**config.mk**
```make
export PLATFORM = sky130hd
export DESIGN_NAME = ttc_update
export DESIGN_NICKNAME = d
export VERILOG_FILES = /design/src/hw/rtl/ttc_pkg.sv /design/src/hw/rtl/ttc_update.sv
export SDC_FILE = /design/constraint.sdc
export NUM_CORES = 2
export LEC_CHECK = 0
export BUFFER_PORTS_ARGS = -buffer_cell sky130_fd_sc_hd__clkbuf_2
export CAP_MARGIN = 30
export CORE_AREA = 2 2 449 451
export DETAILED_ROUTE_END_ITERATION = 8
export DIE_AREA = 0 0 451 453
export PLACE_DENSITY = 0.3
export SETUP_SLACK_MARGIN = 0.2
export SLEW_MARGIN = 10
export SYNTH_ARGS = -nofsm -noshare
export SYNTH_HDL_FRONTEND = slang
export SYNTH_SLANG_ARGS = --single-unit
```
**constraint.sdc**
```tcl
create_clock -name vclk -period 33.9
set_input_delay 8.475 -clock vclk [all_inputs]
set_output_delay 8.475 -clock vclk [all_outputs]
set_load 0.005 [all_outputs]
```
**src/hw/rtl/ttc_pkg.sv**
```systemverilog
`default_nettype none
// ----------------------------------------------------------------------------
// ttc_pkg
// Shared types and constants of the transposition table cluster block.
// ----------------------------------------------------------------------------
package ttc_pkg;

    localparam int INDEX_BITS    = 10;
    localparam int WAYS          = 4;
    localparam int WAY_BITS      = (WAYS > 1) ? $clog2(WAYS) : 1;
    localparam int STALE_PENALTY = 1000;
    localparam logic [14:0] MATE_BOUND_RST = 15'd31000;

    // func codes
    localparam logic [1:0] FUNC_STORE = 2'd0;
    localparam logic [1:0] FUNC_PROBE = 2'd1;
    localparam logic [1:0] FUNC_CLEAR = 2'd2;

    // bound flag codes
    localparam logic [1:0] FLAG_EXACT = 2'd0;
    localparam logic [1:0] FLAG_UPPER = 2'd1;
    localparam logic [1:0] FLAG_LOWER = 2'd2;

    // config register indexes
    localparam logic CFG_GEN       = 1'b0;
    localparam logic CFG_MATE_BND  = 1'b1;

    typedef struct packed {
        logic [63:0]        key;
        logic signed [15:0] score;
        logic [6:0]         depth;
        logic [1:0]         flag;
        logic [7:0]         age;
        logic [15:0]        move;
        logic [3:0]         piece;
    } t_entry;

    typedef t_entry [WAYS-1:0] t_row;

    localparam int ROW_W = $bits(t_row);

    typedef struct packed {
        logic [63:0]        key;
        logic signed [15:0] score;
        logic [7:0]         ply;
        logic signed [7:0]  depth;
        logic [1:0]         flag;
        logic               move_valid;
        logic [15:0]        move_data;
        logic [3:0]         move_piece;
        logic signed [15:0] alpha;
        logic signed [15:0] beta;
    } t_req;

    typedef struct packed {
        logic               key_found;
        logic               score_usable;
        logic signed [15:0] score;
        logic               move_present;
        logic [15:0]        move_data;
        logic [3:0]         move_piece;
    } t_res;

endpackage
`default_nettype wire

```
**src/hw/rtl/ttc_update.sv**
```systemverilog
`default_nettype none
// ----------------------------------------------------------------------------
// ttc_update
// Way compare, replacement choice, entry update and probe result.
// ----------------------------------------------------------------------------
module ttc_update import ttc_pkg::*; (
    input  wire logic [1:0]  i_func,
    input  wire t_req        i_req,
    input  wire t_row        i_row,
    input  wire logic [7:0]  i_gen,
    input  wire logic [14:0] i_mate_bound,
    output t_row             o_row,
    output t_res             o_res
);

    function automatic logic signed [15:0] sat16(input logic signed [17:0] v);
        logic signed [15:0] r;
        if (v > 18'sd32767) r = 16'sh7fff;
        else if (v < -18'sd32768) r = 16'sh8000;
        else r = v[15:0];
        return r;
    endfunction

    // away: 1 moves mate scores away from zero, 0 toward zero
    function automatic logic signed [15:0] mate_adj(input logic signed [15:0] s,
                                                    input logic [7:0] ply,
                                                    input logic [14:0] mb,
                                                    input logic away);
        logic [16:0]        mag;
        logic signed [17:0] se;
        logic signed [17:0] pe;
        logic               pos;
        logic signed [15:0] r;
        mag = s[15] ? (17'd0 - {s[15], s}) : {1'b0, s};
        se  = {{2{s[15]}}, s};
        pe  = $signed({10'd0, ply});
        pos = !s[15] && (s != 16'sd0);
        if (mag > {2'b00, mb}) begin
            r = sat16((pos == away) ? (se + pe) : (se - pe));
        end else begin
            r = s;
        end
        return r;
    endfunction

    logic [WAY_BITS-1:0] pick;
    logic                done;
    logic                have;
    logic signed [10:0]  bad;
    logic signed [10:0]  worst;
    logic [6:0]          depth_c;
    t_entry              sel;
    t_entry              upd;
    logic signed [15:0]  wscore;
    logic signed [15:0]  pscore;
    logic                found;
    t_entry              hit;
    logic                ok;

    assign depth_c = i_req.depth[7] ? 7'd0 : i_req.depth[6:0];
    assign wscore  = mate_adj(i_req.score, i_req.ply, i_mate_bound, 1'b1);

    // store: first matching/empty way, else worst by age and depth
    always_comb begin
        pick  = '0;
        done  = 1'b0;
        have  = 1'b0;
        worst = '0;
        bad   = '0;
        for (int w = 0; w < WAYS; w++) begin
            if (!done) begin
                if (i_row[w].key == i_req.key || i_row[w].key == 64'd0) begin
                    pick = WAY_BITS'(w);
                    done = 1'b1;
                end else begin
                    bad = (i_row[w].age != i_gen) ?
                          (11'(STALE_PENALTY) - $signed({4'd0, i_row[w].depth})) :
                          (11'sd0 - $signed({4'd0, i_row[w].depth}));
                    if (!have || bad > worst) begin
                        worst = bad;
                        pick  = WAY_BITS'(w);
                        have  = 1'b1;
                    end
                end
            end
        end
    end

    always_comb begin
        sel = i_row[pick];
        upd = sel;
        if (sel.key == i_req.key) begin
            upd.age = i_gen;
            if (i_req.move_valid) begin
                upd.move  = i_req.move_data;
                upd.piece = i_req.move_piece;
            end
            if (depth_c >= sel.depth) begin
                upd.score = wscore;
                upd.depth = depth_c;
                upd.flag  = i_req.flag;
            end
        end else begin
            upd.key   = i_req.key;
            upd.score = wscore;
            upd.depth = depth_c;
            upd.flag  = i_req.flag;
            upd.age   = i_gen;
            upd.move  = i_req.move_valid ? i_req.move_data : 16'd0;
            upd.piece = i_req.move_valid ? i_req.move_piece : 4'd0;
        end
        o_row       = i_row;
        o_row[pick] = upd;
    end

    // probe: first way with matching key
    always_comb begin
        found = 1'b0;
        hit   = '0;
        for (int w = 0; w < WAYS; w++) begin
            if (!found && i_row[w].key == i_req.key) begin
                found = 1'b1;
                hit   = i_row[w];
            end
        end
    end

    assign pscore = mate_adj(hit.score, i_req.ply, i_mate_bound, 1'b0);

    always_comb begin
        ok = 1'b0;
        if ($signed({1'b0, hit.depth}) >= i_req.depth) begin
            unique case (hit.flag)
                FLAG_EXACT: ok = 1'b1;
                FLAG_UPPER: ok = (pscore <= i_req.alpha);
                FLAG_LOWER: ok = (pscore >= i_req.beta);
                default:    ok = 1'b0;
            endcase
        end
        o_res = '0;
        if (i_func == FUNC_PROBE && found) begin
            o_res.key_found = 1'b1;
            if (hit.move != 16'd0) begin
                o_res.move_present = 1'b1;
                o_res.move_data    = hit.move;
                o_res.move_piece   = hit.piece;
            end
            if (ok) begin
                o_res.score_usable = 1'b1;
                o_res.score        = pscore;
            end
        end
    end

endmodule
`default_nettype wire

```
; ---- Word level (Yosys, flattened, before mapping)
; Index checks and enable logic that the tools add are counted.
[totals]
ramBits = 0
elab_cells = 137
regBits = 0
in_bits = 644
mem_bits_ro = 0
mem_count = 0
output_inout_bits = 507
latch_bits = 0
[classes]
bitwise_logic = 0
magnitude_cmp = 15
shifts = 0
reduce_logical = 29
muxes = 67
eq_ne = 12
multipliers = 0
n_addsub = 14
n_div = 0
[op_table]
columns = operator, n
row1 = $bwmux 468, 1
row2 = $eq 64x64->1, 5
row3 = $mux 53, 5
row4 = $logic_not 64->1, 4
row5 = $bmux 117 s2, 1
row6 = $demux 117 s2, 1
row7 = $mux 117, 2
row8 = $mux 11, 11
row9 = $mux 16, 7
row10 = $mux 64, 1
row11 = $mux 17, 3
row12 = $reduce_bool 16->1, 3
row13 = $sub 10x7->11 const A, 4
row14 = $mux 39, 1
row15 = $gt 18x16->1 const B, 2
row16 = $lt 18x16->1 const B, 2
row17 = $mux 18, 2
row18 = $add 16x9->17, 2
row19 = $gt 17x15->1, 2
row20 = $sub 1x16->17 const A, 2
row21 = $sub 16x9->17, 2
row22 = $gt 11x11->1, 3
row23 = $ne 8x8->1, 4
row24 = $sub 1x7->8 const A, 4
row25 = other kinds (20), 63

; ---- Depth between registers and ports, before layout
[depth]
word_depth = 24
mapped_depth = 57
mapped_depth_nobuf = 48

; ---- Worst setup path before layout
; Ideal clock, no wire load.
[synth_timing]
path_type = input to output
start = input i_req[99] (netlist bit)
end = output o_row[286] (netlist bit)
n_path_buf = 12
slack_ns = 6.920
arrival_ns = 18.505
required_time_ns = 25.425
stages = 54
cell_sequence = buf_2 xor2_1 nor4_1 nand4_1 nor4_4 or2_1 buf_2 buf_2 buf_1 nor2_1 ha_1 nand4_1 o31ai_1 o21ai_0 o31ai_1 a21oi_1 clkbuf_1 mux2_2 [18 not listed] clkbuf_1 nor2_1 clkbuf_1 buf_1 a222oi_1 ha_1 nand2b_1 a21o_1 a21o_1 a21oi_1 nor2b_1 o21ai_0 nand2b_1 a21oi_1 nand3_4 buf_6 mux2i_2 mux2_2
[synth_rtl]
columns = item, line
row1 = from (decl), ttc_update.sv:8  ; input wire t_req i_req,
row2 = to (decl), ttc_update.sv:12  ; output t_row o_row,

==> reports/metrics.cfg <==
[global_routing]
grtUsageMet2_pct=39.0
grt_max_degree=223
grt_pass1_wl_mm=333
grt_usage_pct=23.8
antenna_found_initial=49
gr-total-overflow=0
met3_usage_pct=3.74
grt_pass1_vias=33619
grt_busiest_layer=met2
met1_usage_pct=31.6

[cells_and_area]
n_clock_buffer=0
n_fill_cell=23394
fin_nets=5388
seq_cell_count=0
final_cells=7278
area_growth_pct=38.6
drive_gt1_share_pct=33.7
final_util_pct=16.1
final-seq-area_um2=0

[sta]
hold_violations=0
min_period_ns=31.34
rsz0062_at_grt=false
setup_violations=0
max_clock_freq_ghz=0.0319
finalCritPeriodShare_pct=92.4
setup_slack_ns=2.56
slew_viol_final=0
max_slew_margin_pct=1.41
tns_ns=0
worst_pin_slew_ns=1.48

[route]
routedWlPerCell_um=35.5
drc=0
wl_mm=258
dr.pass1.iters=6
vias_per_cell=4.82
vias=35060
drtAntennaViolNets=0
drt_iter0_markers=3482

[synthesis]
synthCells=3644
yosys_warnings=0
synth_top_area_share_pct=13.6
synth_common_cells=nand2_1 (836), nor4_1 (287), xor2_1 (223)
synth.area.top_cells=nand2_1 (14%), xor2_1 (8.5%), mux2_2 (8.4%)
synth_top_cell_by_area=nand2_1
postSynthAreaPerCell_um2=6.34
ys_types=85
synth_area_um2=23100
syn_nets=4435
yosysMostFrequentCell=nand2_1
ys_seq_area_share_pct=0

[placement]
hpwl_mm=213
dp.cells=7237
place_congestion=0.968
port_buffers=1151
dp_slack_ns=2.20

[worst_setup_path]
path_delay_family=simple AND/OR/NAND/NOR gates
critPathRequiredTime_ns=25.42
cp-end-kind=output pin
cp_common_cell=buf_4
worstSetupStartpointType=input pin
crit_path_top_delay_cell=nor3_2
worstPathArrival_ns=22.86
worst_path_largest_cell_delay_ns=0.98
worstSetupPathType=in -> out
path_buf_inv=9
cp_max_fo=65

[die]
die_width_um=451
pin_count=1151
die_h_um=453
core_area_um2=199000
row_count=164
dieArea_um2=204000
initial_core_util_pct=11.6

[job]
maxCapViolCount=0

[clocking]
post_cts_buffers=0
hold_buffers=0
ctsResizeCount=0

[min_path]
hp-class=in -> out

[run_status]
status=complete, no violations

-- worst paths after layout --
kind | cells past startpoint | to | startpoint
setup / recovery | 47 | o_row[157] | i_req[99]
hold / removal | 4 | o_row[371] | i_row[371]
-- area by class of cell --
type,count,area (um^2),share of cell area [%]
antenna,27,67.6,0.211
inverter,172,646,2.02
multi-input combinational,3140,21200,66.1
tap,2656,3320,10.4
timing repair buffer,1283,6810,21.3
-- cells by family (layout without fill, tap and decap cells) --
group | after synthesis | in the layout | synth area share, %
mux | 180 | 180 | 8.86
fa+ha+maj | 154 | 154 | 8.33
buf+inv | 504 | 1455 | 9.16
xor+xnor | 368 | 368 | 14.0
other cells | 0 | 27 | 0
compound gates | 904 | 904 | 28.3
simple gates | 1534 | 1534 | 31.4
-- layer usage --
layer  share of wire (%)  up-vias  routed length (um)
met1                  44    17514              113000
met5              0.0031        -                   8
met2                  46     1928              119000
met4                 3.7        2                9490
met3                 6.6      321               17100
li1                    -    15295                   -
-- stage by stage --
step,hold WS [ns],area (um^2)
floorplan,17.04,23100
global placement,17.25,31700
detailed placement,17.25,31900
CTS,17.25,31900
global route,17.27,32000
finish,17.25,32000
-- cells in the final DEF (no fill, tap or decap), drive strengths merged, types with 7 or more instances in the layout --
| master | synthesis | routed |
|---|---|---|
| xnor2 | 145 | 145 |
| o21a | 35 | 35 |
| and2 | 15 | 15 |
| maj3 | 7 | 7 |
| o31a | 67 | 67 |
| buf | 166 | 116 |
| mux2i | 8 | 8 |
| o41ai | 67 | 67 |
| nor4 | 291 | 291 |
| diode | 0 | 27 |
| o31ai | 89 | 89 |
| nand3 | 20 | 20 |
| nor2 | 143 | 143 |
| o21ai | 157 | 157 |
| a221o | 17 | 17 |
| ha | 145 | 145 |
| and3 | 9 | 9 |
| o211ai | 70 | 70 |
| or2 | 8 | 8 |
| xor2 | 223 | 223 |
| nor2b | 19 | 19 |
| a221oi | 51 | 51 |
| a22o | 13 | 13 |
| inv | 170 | 170 |
| a21o | 21 | 21 |
| clkbuf | 166 | 1161 |
| nor3 | 39 | 39 |
| or3 | 19 | 19 |
| nand2b | 27 | 27 |
| a31oi | 10 | 10 |
| nand4 | 83 | 83 |
| a211oi | 75 | 75 |
| a22oi | 43 | 43 |
| mux2 | 172 | 172 |
| a21oi | 145 | 145 |
| nand2 | 836 | 836 |
